### src/design/vtss_pkg.sv
// vtss_pkg: shared constants, codes and controller/datapath bundles
// for the value table block; used by every module in the design folder
// depends on nothing
package vtss_pkg;

   // table geometry
   localparam int TABLE_DEPTH = 64;
   localparam int IDX_W = (TABLE_DEPTH > 1) ? $clog2(TABLE_DEPTH) : 1;
   localparam int CNT_W = $clog2(TABLE_DEPTH + 1);
   localparam int DATA_W = 32;

   // fixed field widths of the stream words
   localparam int CMD_W = 3;
   localparam int KIND_W = 2;
   localparam int ENTRY_INDEX_W = 6;
   localparam int STATUS_W = 2;
   localparam int REQ_TDATA_W = 32;
   localparam int RSP_TDATA_W = 40;

   // command codes
   typedef enum logic [CMD_W-1:0] {
      CMD_APPEND  = 3'd0,
      CMD_DISPLAY = 3'd1,
      CMD_SORT    = 3'd2,
      CMD_SEARCH  = 3'd3,
      CMD_DELETE  = 3'd4
   } command_type;

   // result kinds
   typedef enum logic [KIND_W-1:0] {
      KIND_ENTRY  = 2'd0,
      KIND_MATCH  = 2'd1,
      KIND_STATUS = 2'd2
   } kind_type;

   // status codes
   typedef enum logic [STATUS_W-1:0] {
      ST_OK        = 2'd0,
      ST_FULL      = 2'd1,
      ST_NOT_FOUND = 2'd2,
      ST_EMPTY     = 2'd3
   } status_type;

   // walk index updates (i is port a address, j is port b address)
   typedef enum logic [2:0] {
      IDX_HOLD   = 3'd0,
      IDX_CLEAR  = 3'd1,
      IDX_NEXT_I = 3'd2,
      IDX_NEXT_J = 3'd3,
      IDX_LOC    = 3'd4,
      IDX_STEP   = 3'd5
   } idx_op_type;

   // table writes
   typedef enum logic [1:0] {
      WR_NONE   = 2'd0,
      WR_APPEND = 2'd1,
      WR_I_B    = 2'd2,
      WR_J_A    = 2'd3
   } wr_op_type;

   // entry count updates
   typedef enum logic [1:0] {
      CNT_HOLD = 2'd0,
      CNT_INC  = 2'd1,
      CNT_DEC  = 2'd2
   } cnt_op_type;

   // which result word to load into the output register
   typedef enum logic [1:0] {
      OUT_NONE   = 2'd0,
      OUT_ENTRY  = 2'd1,
      OUT_MATCH  = 2'd2,
      OUT_STATUS = 2'd3
   } out_sel_type;

   // controller to datapath
   typedef struct packed {
      logic        take_req;
      logic        rd_en;
      idx_op_type  idx_op;
      wr_op_type   wr_op;
      cnt_op_type  cnt_op;
      logic        pend_set;
      logic        pend_clr;
      logic        loc_set;
      logic        loc_clr;
      out_sel_type out_sel;
      logic        out_last;
      status_type  out_status;
   } dp_cmd_type;

   // datapath to controller
   typedef struct packed {
      logic empty;
      logic full;
      logic single;
      logic out_free;
      logic i_last;
      logic i_near_last;
      logic j_last;
      logic j_past;
      logic match;
      logic greater;
      logic pend_valid;
      logic found;
   } dp_stat_type;

endpackage

### src/design/vtss_dp.sv
// vtss_dp: value table datapath: table memory, count, walk indexes,
// match bookkeeping and the result output register
// depends on vtss_pkg
module vtss_dp (
   input  logic                               clock,
   input  logic                               reset,
   input  logic [vtss_pkg::REQ_TDATA_W-1:0]   req_tdata,   // [31:0] operand_value
   input  vtss_pkg::dp_cmd_type               cmd,
   output vtss_pkg::dp_stat_type              stat,
   output logic                               rsp_tvalid,
   input  logic                               rsp_tready,
   // [5:0] entry_index, [37:6] entry_value, [39:38] status
   output logic [vtss_pkg::RSP_TDATA_W-1:0]   rsp_tdata,
   output logic [vtss_pkg::KIND_W-1:0]        rsp_tuser,   // [1:0] result_kind
   output logic                               rsp_tlast    // last
);

   localparam int CW = vtss_pkg::CNT_W;
   localparam int IW = vtss_pkg::IDX_W;
   localparam int DW = vtss_pkg::DATA_W;

   // table memory, undefined until written
   logic signed [DW-1:0] mem [vtss_pkg::TABLE_DEPTH];

   logic signed [DW-1:0] rd_a_ff, rd_b_ff;
   logic signed [DW-1:0] operand_ff, operand_in;
   logic [CW-1:0]        count_ff, count_in;
   logic [CW-1:0]        i_ff, i_in, j_ff, j_in;
   logic [IW-1:0]        loc_ff, loc_in;
   logic                 found_ff, found_in;
   logic [IW-1:0]        pend_idx_ff, pend_idx_in;
   logic                 pend_valid_ff, pend_valid_in;

   logic                 out_valid_ff, out_valid_in;
   vtss_pkg::kind_type   out_kind_ff, out_kind_in;
   logic [vtss_pkg::ENTRY_INDEX_W-1:0] out_idx_ff, out_idx_in;
   logic signed [DW-1:0] out_value_ff, out_value_in;
   vtss_pkg::status_type out_status_ff, out_status_in;
   logic                 out_last_ff, out_last_in;

   logic                 wr_en;
   logic [IW-1:0]        wr_addr;
   logic signed [DW-1:0] wr_data;
   logic [CW:0]          i_plus1, i_plus2, j_plus1;

   // table memory: one write port, two registered read ports
   always_ff @(posedge clock) begin
      if (wr_en) begin
         mem[wr_addr] <= wr_data;
      end
      if (cmd.rd_en) begin
         rd_a_ff <= mem[i_ff[IW-1:0]];
         rd_b_ff <= mem[j_ff[IW-1:0]];
      end
   end

   // write address and data
   always_comb begin
      wr_en   = 1'b0;
      wr_addr = i_ff[IW-1:0];
      wr_data = rd_b_ff;
      case (cmd.wr_op)
         vtss_pkg::WR_APPEND: begin
            wr_en   = 1'b1;
            wr_addr = count_ff[IW-1:0];
            wr_data = operand_ff;
         end
         vtss_pkg::WR_I_B: begin
            wr_en   = 1'b1;
            wr_addr = i_ff[IW-1:0];
            wr_data = rd_b_ff;
         end
         vtss_pkg::WR_J_A: begin
            wr_en   = 1'b1;
            wr_addr = j_ff[IW-1:0];
            wr_data = rd_a_ff;
         end
         default: begin
            wr_en = 1'b0;
         end
      endcase
   end

   // status toward the controller
   assign i_plus1 = {1'b0, i_ff} + (CW+1)'(1);
   assign i_plus2 = {1'b0, i_ff} + (CW+1)'(2);
   assign j_plus1 = {1'b0, j_ff} + (CW+1)'(1);

   always_comb begin
      stat.empty       = (count_ff == '0);
      stat.full        = (count_ff >= CW'(vtss_pkg::TABLE_DEPTH));
      stat.single      = (count_ff <= CW'(1));
      stat.out_free    = !out_valid_ff || rsp_tready;
      stat.i_last      = (i_plus1 >= {1'b0, count_ff});
      stat.i_near_last = (i_plus2 >= {1'b0, count_ff});
      stat.j_last      = (j_plus1 >= {1'b0, count_ff});
      stat.j_past      = (j_ff >= count_ff);
      stat.match       = (rd_a_ff == operand_ff);
      stat.greater     = (rd_a_ff > rd_b_ff);
      stat.pend_valid  = pend_valid_ff;
      stat.found       = found_ff;
   end

   // operand, count, walk indexes and match bookkeeping
   always_comb begin
      operand_in = cmd.take_req ? $signed(req_tdata[DW-1:0]) : operand_ff;

      case (cmd.cnt_op)
         vtss_pkg::CNT_INC: count_in = count_ff + CW'(1);
         vtss_pkg::CNT_DEC: count_in = count_ff - CW'(1);
         default:           count_in = count_ff;
      endcase

      i_in = i_ff;
      j_in = j_ff;
      case (cmd.idx_op)
         vtss_pkg::IDX_CLEAR: begin
            i_in = '0;
            j_in = CW'(1);
         end
         vtss_pkg::IDX_NEXT_I: begin
            i_in = i_plus1[CW-1:0];
            j_in = i_plus2[CW-1:0];
         end
         vtss_pkg::IDX_NEXT_J: begin
            j_in = j_plus1[CW-1:0];
         end
         vtss_pkg::IDX_LOC: begin
            i_in = CW'(loc_ff);
            j_in = CW'(loc_ff) + CW'(1);
         end
         vtss_pkg::IDX_STEP: begin
            i_in = i_plus1[CW-1:0];
            j_in = j_plus1[CW-1:0];
         end
         default: begin
            i_in = i_ff;
         end
      endcase

      loc_in   = cmd.loc_set ? i_ff[IW-1:0] : loc_ff;
      found_in = cmd.loc_clr ? 1'b0 : (cmd.loc_set ? 1'b1 : found_ff);

      pend_idx_in   = cmd.pend_set ? i_ff[IW-1:0] : pend_idx_ff;
      pend_valid_in = cmd.pend_clr ? 1'b0 : (cmd.pend_set ? 1'b1 : pend_valid_ff);
   end

   // result output register
   always_comb begin
      out_valid_in  = out_valid_ff && !rsp_tready;
      out_kind_in   = out_kind_ff;
      out_idx_in    = out_idx_ff;
      out_value_in  = out_value_ff;
      out_status_in = out_status_ff;
      out_last_in   = out_last_ff;
      case (cmd.out_sel)
         vtss_pkg::OUT_ENTRY: begin
            out_valid_in  = 1'b1;
            out_kind_in   = vtss_pkg::KIND_ENTRY;
            out_idx_in    = vtss_pkg::ENTRY_INDEX_W'(i_ff[IW-1:0]);
            out_value_in  = rd_a_ff;
            out_status_in = vtss_pkg::ST_OK;
            out_last_in   = stat.i_last;
         end
         vtss_pkg::OUT_MATCH: begin
            out_valid_in  = 1'b1;
            out_kind_in   = vtss_pkg::KIND_MATCH;
            out_idx_in    = vtss_pkg::ENTRY_INDEX_W'(pend_idx_ff);
            out_value_in  = operand_ff;
            out_status_in = vtss_pkg::ST_OK;
            out_last_in   = cmd.out_last;
         end
         vtss_pkg::OUT_STATUS: begin
            out_valid_in  = 1'b1;
            out_kind_in   = vtss_pkg::KIND_STATUS;
            out_idx_in    = '0;
            out_value_in  = '0;
            out_status_in = cmd.out_status;
            out_last_in   = 1'b1;
         end
         default: begin
            out_last_in = out_last_ff;
         end
      endcase
   end

   // control registers
   always_ff @(posedge clock) begin
      if (reset) begin
         count_ff      <= '0;
         found_ff      <= 1'b0;
         pend_valid_ff <= 1'b0;
         out_valid_ff  <= 1'b0;
      end else begin
         count_ff      <= count_in;
         found_ff      <= found_in;
         pend_valid_ff <= pend_valid_in;
         out_valid_ff  <= out_valid_in;
      end
   end

   // payload registers
   always_ff @(posedge clock) begin
      operand_ff    <= operand_in;
      i_ff          <= i_in;
      j_ff          <= j_in;
      loc_ff        <= loc_in;
      pend_idx_ff   <= pend_idx_in;
      out_kind_ff   <= out_kind_in;
      out_idx_ff    <= out_idx_in;
      out_value_ff  <= out_value_in;
      out_status_ff <= out_status_in;
      out_last_ff   <= out_last_in;
   end

   // result port
   assign rsp_tvalid = out_valid_ff;
   assign rsp_tdata  = {out_status_ff, out_value_ff, out_idx_ff};
   assign rsp_tuser  = out_kind_ff;
   assign rsp_tlast  = out_last_ff;

endmodule

### src/design/vtss_ctrl.sv
// vtss_ctrl: command sequencer for the value table; steps the datapath
// through append, display, exchange sort, search and delete walks
// depends on vtss_pkg
module vtss_ctrl (
   input  logic                          clock,
   input  logic                          reset,
   input  logic                          req_tvalid,
   output logic                          req_tready,
   input  logic [vtss_pkg::CMD_W-1:0]    req_tuser,   // [2:0] command
   input  vtss_pkg::dp_stat_type         stat,
   output vtss_pkg::dp_cmd_type          cmd
);

   typedef enum logic [15:0] {
      S_IDLE      = 16'h0001,
      S_DECODE    = 16'h0002,
      S_STATUS    = 16'h0004,
      S_DISP_RD   = 16'h0008,
      S_DISP_OUT  = 16'h0010,
      S_SORT_RD   = 16'h0020,
      S_SORT_CMP  = 16'h0040,
      S_SORT_SWAP = 16'h0080,
      S_SRCH_RD   = 16'h0100,
      S_SRCH_CHK  = 16'h0200,
      S_SRCH_END  = 16'h0400,
      S_DEL_RD    = 16'h0800,
      S_DEL_CHK   = 16'h1000,
      S_DEL_LOC   = 16'h2000,
      S_SHIFT_RD  = 16'h4000,
      S_SHIFT_WR  = 16'h8000
   } state_type;

   state_type             state_ff, state_in;
   vtss_pkg::command_type op_ff, op_in;
   vtss_pkg::status_type  st_ff, st_in;

   assign req_tready = (state_ff == S_IDLE);

   // next state and datapath commands
   always_comb begin
      state_in = state_ff;
      op_in    = op_ff;
      st_in    = st_ff;
      cmd      = '0;

      case (state_ff)
         S_IDLE: begin
            if (req_tvalid) begin
               cmd.take_req = 1'b1;
               op_in        = vtss_pkg::command_type'(req_tuser);
               state_in     = S_DECODE;
            end
         end

         S_DECODE: begin
            case (op_ff)
               vtss_pkg::CMD_APPEND: begin
                  if (stat.full) begin
                     st_in = vtss_pkg::ST_FULL;
                  end else begin
                     cmd.wr_op  = vtss_pkg::WR_APPEND;
                     cmd.cnt_op = vtss_pkg::CNT_INC;
                     st_in      = vtss_pkg::ST_OK;
                  end
                  state_in = S_STATUS;
               end
               vtss_pkg::CMD_DISPLAY: begin
                  if (stat.empty) begin
                     st_in    = vtss_pkg::ST_EMPTY;
                     state_in = S_STATUS;
                  end else begin
                     cmd.idx_op = vtss_pkg::IDX_CLEAR;
                     state_in   = S_DISP_RD;
                  end
               end
               vtss_pkg::CMD_SORT: begin
                  if (stat.empty) begin
                     st_in    = vtss_pkg::ST_EMPTY;
                     state_in = S_STATUS;
                  end else begin
                     cmd.idx_op = vtss_pkg::IDX_CLEAR;
                     state_in   = stat.single ? S_DISP_RD : S_SORT_RD;
                  end
               end
               vtss_pkg::CMD_SEARCH: begin
                  if (stat.empty) begin
                     st_in    = vtss_pkg::ST_EMPTY;
                     state_in = S_STATUS;
                  end else begin
                     cmd.idx_op   = vtss_pkg::IDX_CLEAR;
                     cmd.pend_clr = 1'b1;
                     state_in     = S_SRCH_RD;
                  end
               end
               vtss_pkg::CMD_DELETE: begin
                  if (stat.empty) begin
                     st_in    = vtss_pkg::ST_EMPTY;
                     state_in = S_STATUS;
                  end else begin
                     cmd.idx_op  = vtss_pkg::IDX_CLEAR;
                     cmd.loc_clr = 1'b1;
                     state_in    = S_DEL_RD;
                  end
               end
               default: begin
                  // unused command codes are dropped without a result
                  state_in = S_IDLE;
               end
            endcase
         end

         // single status word closes the command
         S_STATUS: begin
            if (stat.out_free) begin
               cmd.out_sel    = vtss_pkg::OUT_STATUS;
               cmd.out_status = st_ff;
               state_in       = S_IDLE;
            end
         end

         // display walk: read entry i, then emit it
         S_DISP_RD: begin
            cmd.rd_en = 1'b1;
            state_in  = S_DISP_OUT;
         end
         S_DISP_OUT: begin
            if (stat.out_free) begin
               cmd.out_sel = vtss_pkg::OUT_ENTRY;
               if (stat.i_last) begin
                  state_in = S_IDLE;
               end else begin
                  cmd.idx_op = vtss_pkg::IDX_STEP;
                  state_in   = S_DISP_RD;
               end
            end
         end

         // exchange sort: compare entry i with entry j, swap if out of order
         S_SORT_RD: begin
            cmd.rd_en = 1'b1;
            state_in  = S_SORT_CMP;
         end
         S_SORT_CMP, S_SORT_SWAP: begin
            if (state_ff == S_SORT_CMP && stat.greater) begin
               cmd.wr_op = vtss_pkg::WR_I_B;
               state_in  = S_SORT_SWAP;
            end else begin
               if (state_ff == S_SORT_SWAP) begin
                  cmd.wr_op = vtss_pkg::WR_J_A;
               end
               if (!stat.j_last) begin
                  cmd.idx_op = vtss_pkg::IDX_NEXT_J;
                  state_in   = S_SORT_RD;
               end else if (!stat.i_near_last) begin
                  cmd.idx_op = vtss_pkg::IDX_NEXT_I;
                  state_in   = S_SORT_RD;
               end else begin
                  cmd.idx_op = vtss_pkg::IDX_CLEAR;
                  state_in   = S_DISP_RD;
               end
            end
         end

         // search walk: one match is held back so the final one carries last
         S_SRCH_RD: begin
            cmd.rd_en = 1'b1;
            state_in  = S_SRCH_CHK;
         end
         S_SRCH_CHK: begin
            if (!(stat.match && stat.pend_valid && !stat.out_free)) begin
               if (stat.match) begin
                  cmd.pend_set = 1'b1;
                  if (stat.pend_valid) begin
                     cmd.out_sel  = vtss_pkg::OUT_MATCH;
                     cmd.out_last = 1'b0;
                  end
               end
               if (stat.i_last) begin
                  state_in = S_SRCH_END;
               end else begin
                  cmd.idx_op = vtss_pkg::IDX_STEP;
                  state_in   = S_SRCH_RD;
               end
            end
         end
         S_SRCH_END: begin
            if (stat.out_free) begin
               if (stat.pend_valid) begin
                  cmd.out_sel  = vtss_pkg::OUT_MATCH;
                  cmd.out_last = 1'b1;
               end else begin
                  cmd.out_sel    = vtss_pkg::OUT_STATUS;
                  cmd.out_status = vtss_pkg::ST_NOT_FOUND;
               end
               state_in = S_IDLE;
            end
         end

         // delete walk: remember the last match position
         S_DEL_RD: begin
            cmd.rd_en = 1'b1;
            state_in  = S_DEL_CHK;
         end
         S_DEL_CHK: begin
            cmd.loc_set = stat.match;
            if (stat.i_last) begin
               if (stat.match || stat.found) begin
                  state_in = S_DEL_LOC;
               end else begin
                  st_in    = vtss_pkg::ST_NOT_FOUND;
                  state_in = S_STATUS;
               end
            end else begin
               cmd.idx_op = vtss_pkg::IDX_STEP;
               state_in   = S_DEL_RD;
            end
         end
         S_DEL_LOC: begin
            cmd.idx_op = vtss_pkg::IDX_LOC;
            state_in   = S_SHIFT_RD;
         end

         // close the gap: move entry j down to i until j reaches the count
         S_SHIFT_RD: begin
            if (stat.j_past) begin
               cmd.cnt_op = vtss_pkg::CNT_DEC;
               st_in      = vtss_pkg::ST_OK;
               state_in   = S_STATUS;
            end else begin
               cmd.rd_en = 1'b1;
               state_in  = S_SHIFT_WR;
            end
         end
         S_SHIFT_WR: begin
            cmd.wr_op  = vtss_pkg::WR_I_B;
            cmd.idx_op = vtss_pkg::IDX_STEP;
            state_in   = S_SHIFT_RD;
         end

         default: begin
            state_in = S_IDLE;
         end
      endcase
   end

   // state register
   always_ff @(posedge clock) begin
      if (reset) begin
         state_ff <= S_IDLE;
      end else begin
         state_ff <= state_in;
      end
   end

   // latched command and pending status code
   always_ff @(posedge clock) begin
      op_ff <= op_in;
      st_ff <= st_in;
   end

endmodule

### src/design/value_table_sort_search_delete.sv
// Value table with append, display, exchange sort, search and delete.
// Append gives a status word; display emits the entries in order; search and
// delete scan every entry, and delete then shifts each later entry down; sort
// compares and, when out of order, exchanges entries over n*(n-1)/2 pairs.
// One command at a time: the next word is taken in the cycle after the final
// result is loaded, and a held result stalls the walk.
// Reset clears the entry count; table contents persist.
module value_table_sort_search_delete (
   input  logic                               clock,
   input  logic                               reset,
   input  logic                               req_tvalid,
   output logic                               req_tready,
   input  logic [vtss_pkg::REQ_TDATA_W-1:0]   req_tdata,   // [31:0] operand_value
   input  logic [vtss_pkg::CMD_W-1:0]         req_tuser,   // [2:0] command
   output logic                               rsp_tvalid,
   input  logic                               rsp_tready,
   // [5:0] entry_index, [37:6] entry_value, [39:38] status
   output logic [vtss_pkg::RSP_TDATA_W-1:0]   rsp_tdata,
   output logic [vtss_pkg::KIND_W-1:0]        rsp_tuser,   // [1:0] result_kind
   output logic                               rsp_tlast    // last
);

   vtss_pkg::dp_cmd_type  dp_cmd;
   vtss_pkg::dp_stat_type dp_stat;

   // command sequencer
   vtss_ctrl u_ctrl (
      .clock      (clock),
      .reset      (reset),
      .req_tvalid (req_tvalid),
      .req_tready (req_tready),
      .req_tuser  (req_tuser),
      .stat       (dp_stat),
      .cmd        (dp_cmd)
   );

   // table storage and result register
   vtss_dp u_dp (
      .clock      (clock),
      .reset      (reset),
      .req_tdata  (req_tdata),
      .cmd        (dp_cmd),
      .stat       (dp_stat),
      .rsp_tvalid (rsp_tvalid),
      .rsp_tready (rsp_tready),
      .rsp_tdata  (rsp_tdata),
      .rsp_tuser  (rsp_tuser),
      .rsp_tlast  (rsp_tlast)
   );

endmodule
### config.mk
export PLATFORM = sky130hd
export DESIGN_NAME = value_table_sort_search_delete
export DESIGN_NICKNAME = d
export VERILOG_FILES = /design/src/design/vtss_pkg.sv /design/src/design/vtss_dp.sv /design/src/design/vtss_ctrl.sv /design/src/design/value_table_sort_search_delete.sv
export SDC_FILE = /design/constraint.sdc
export NUM_CORES = 2
export LEC_CHECK = 0
export BUFFER_PORTS_ARGS = -buffer_cell sky130_fd_sc_hd__buf_2
export CAP_MARGIN = 25
export CORE_UTILIZATION = 29
export DETAILED_ROUTE_END_ITERATION = 12
export SLEW_MARGIN = 15
export SYNTH_ARGS = -nofsm -noshare
export SYNTH_HDL_FRONTEND = slang
export SYNTH_SLANG_ARGS = --single-unit
### constraint.sdc
create_clock -name clock -period 7.59 [get_ports clock]
set_input_delay 1.518 -clock clock [delete_from_list [all_inputs] [get_ports clock]]
set_output_delay 1.518 -clock clock [all_outputs]
set_load 0.02 [all_outputs]
==> flow_metrics.tcl <==
set metrics [dict create \
    finalNetCount 5840 \
    final-setup-viol-count 0 \
    boundaryPins 84 \
    endpoint_kind "flop" \
    worstSetupStartpointType "flop" \
    postCtsHoldBufs 0 \
    first_pass_iters 6 \
    fin_ws_ns 1.88 \
    grt-ovfl-total 0 \
    synth_edf_count 2218 \
    fin_crit_sh 0.753 \
    tightest_slew_ns 1.13 \
    finClkSkew_ns 0.0622 \
    slew_violations 0 \
    initial_utilization 0.292 \
    cp_data_required_time_ns 8.08 \
    port_buffers 83 \
    clkTransAtPathRegs_ns 0.06 \
    hold_class "reg2reg" \
    status "complete, no violations" \
    wl_per_cell_um 31.9 \
    gp_congestion 0.859 \
    grt_usage 0.184 \
    period_needed_ns 5.71 \
    async_flop_share 0 \
    dp_hpwl_um 214000 \
    synth_compound_area_frac 0.0468 \
    die-area_sq_um 365000 \
    synth_top_family_by_area "multiplexers" \
    grt_pass1_wl_um 478000 \
    netlist_top_cells_count "edfxtp_1, mux4_2, mux2i_1, a21oi_1, nand2_1" \
    cts_sinks 2244 \
    ys_seq_elements 2244 \
    detail-route-antenna-nets 0 \
    area_delta_synth_final_pct 14.8 \
    ys_top_cells_by_area "edfxtp_1, mux4_2, mux2i_1, a21oi_1, mux2_2" \
    yosys.cell_count.top_type "edfxtp_1" \
    clock_latency_ns 0.88 \
    fmax_ghz 0.175 \
    whs_ns 0.525 \
    core_area_sq_um 360000 \
    via_per_inst 5.74 \
    synth_mux_area_frac 0.258 \
    slew_headroom 0.248 \
    dp_slack_ns 2.13 \
    die_w_um 604 \
    synth-adder-area-share 0.00832 \
    leakagePower_nw 39.8 \
    peakVddDrop_uv 201 \
    layout-drive-gt1-share 0.311 \
    post-cts-setup-buffers 0 \
    yosysUniqueCellTypes 79 \
    syn_area_sq_um 105000 \
    postSynthCellCount 5642 \
    crit_fanout 40 \
    ctsLongestPathBuffers 3 \
    die_h_um 604 \
    synth_ff_type "edfxtp_1" \
    synth_area_per_cell_sq_um 18.6 \
    route.detailed.drc 0 \
    drv_cap 0 \
    cts_repair_resize_count 0 \
    setup_tns_ns 0 \
    critPathKind "reg2reg" \
    dr_total_vias 61500 \
    drt-initial-drc-count 9080 \
    synth-simple-area-share 0.0246 \
    power_density_nw_per_um2 213 \
    syn-num-nets 5750 \
    antenna_found_initial 49 \
    grt_max_degree 120 \
    wl_um 342000 \
    hold_violations 0 \
    h-tree-depth 4 \
    yosysTopAreaCellShare 0.634 \
    synth-xor-area-share 0.00492 \
    cts-buffers-inserted 232 \
    ys_warn_count 0 \
    power.total_w 0.0257 \
    ys_seq_area_frac 0.639 \
    cts_tree "yes" \
    grt_pass1_vias 61100 \
    yosys.area.top_type "edfxtp_1" \
    clock-root-buffer "clkbuf_16" \
    fp-row-count 220 \
    rsz0062_at_grt "false" \
    arrival_ns 6.21 \
]
metrics by stage:
step	util	std cells	area, sq um
3_5_place_dp	0.312	10300	112000
4_1_cts	0.335	10700	120000
6_report	0.335	10700	121000
3_3_place_gp	0.312	10300	112000
2_1_floorplan	-	5642	105000
5_1_grt	0.335	10700	121000
area by class of cell:
class / count / area [sq um]
fill: 33600 / 239000
sequential: 2244 / 67100
multi-input combinational: 2936 / 36900
tap: 4773 / 5970
clock buffer: 268 / 5940
timing repair buffer: 265 / 2250
clock inverter: 172 / 2120
inverter: 53 / 206
antenna: 9 / 22.5
cell usage in the layout (no fill, tap or decap), types with 63 or more instances in the layout:
| master | count |
|---|---|
| o221ai_1 | 126 |
| buf_4 | 145 |
| buf_2 | 83 |
| mux2i_1 | 364 |
| clkbuf_16 | 232 |
| ha_1 | 69 |
| edfxtp_1 | 2218 |
| nand3_1 | 63 |
| o21ai_0 | 134 |
| nor2_4 | 66 |
| o22ai_1 | 122 |
| mux2_2 | 116 |
| mux4_2 | 984 |
| a21oi_1 | 272 |
| nand2_1 | 240 |
sequential cells by signal, summed over array words and instances (netlist names), 3 cells and up:
register / count
u_dp.mem: 2048
u_ctrl.state_ff: 16
u_dp.i_ff: 7
u_dp.rd_a_ff: 32
u_dp.operand_ff: 32
u_dp.count_ff: 7
u_dp.out_idx_ff: 6
u_dp.pend_idx_ff: 6
u_dp.rd_b_ff: 32
u_dp.loc_ff: 6
u_ctrl.op_ff: 3
u_dp.j_ff: 7
u_dp.out_value_ff: 32
logic make-up after synthesis:
group,Yosys count
DFF,2244
muxes,1464
adders and majority gates,70
buffers and inverters,462
AOI/OAI and AO/OA,791
xor gates and xnor gates,59
and+or+nand+nor,552
power breakdown:
part	leakage (nW)	switching, W	internal (W)	total [W]
sequential	20.1	0.0000267	0.0135	0.0135
clock	3.89	0.00508	0.00700	0.0121
combinational	15.7	0.0000989	0.0000384	0.000137
layer usage:
metal  track usage  wire length, um
met1         0.251           135000
met2         0.283           156000
met3        0.0466            38300
met4        0.0650            12700
met5             0              143
worst max-delay path: stages (launching register included):
cell and delay (ns):
dfxtp_1 0.39, nor4_2 0.53, and4_1 0.33, and2_2 0.15, buf_4 0.41, nor2_1 0.17, a21oi_1 0.91, nand3_1 0.87
nor2_4 1.06, buf_4 0.45
path summary, 6_finish.rpt:
| check | start | end | slack (ns) | depth (start not counted) |
|---|---|---|---|---|
| setup / recovery | u_ctrl.state_ff[9] | u_dp.mem[5][9] | 1.88 | 9 |
| hold / removal | u_dp.found_ff | u_dp.found_ff | 0.52 | 2 |
| setup reg to reg | u_ctrl.state_ff[9] | u_dp.mem[5][9] | 1.88 | 9 |
| hold reg to reg | u_dp.found_ff | u_dp.found_ff | 0.52 | 2 |
(Power assumes the default switching activity.)
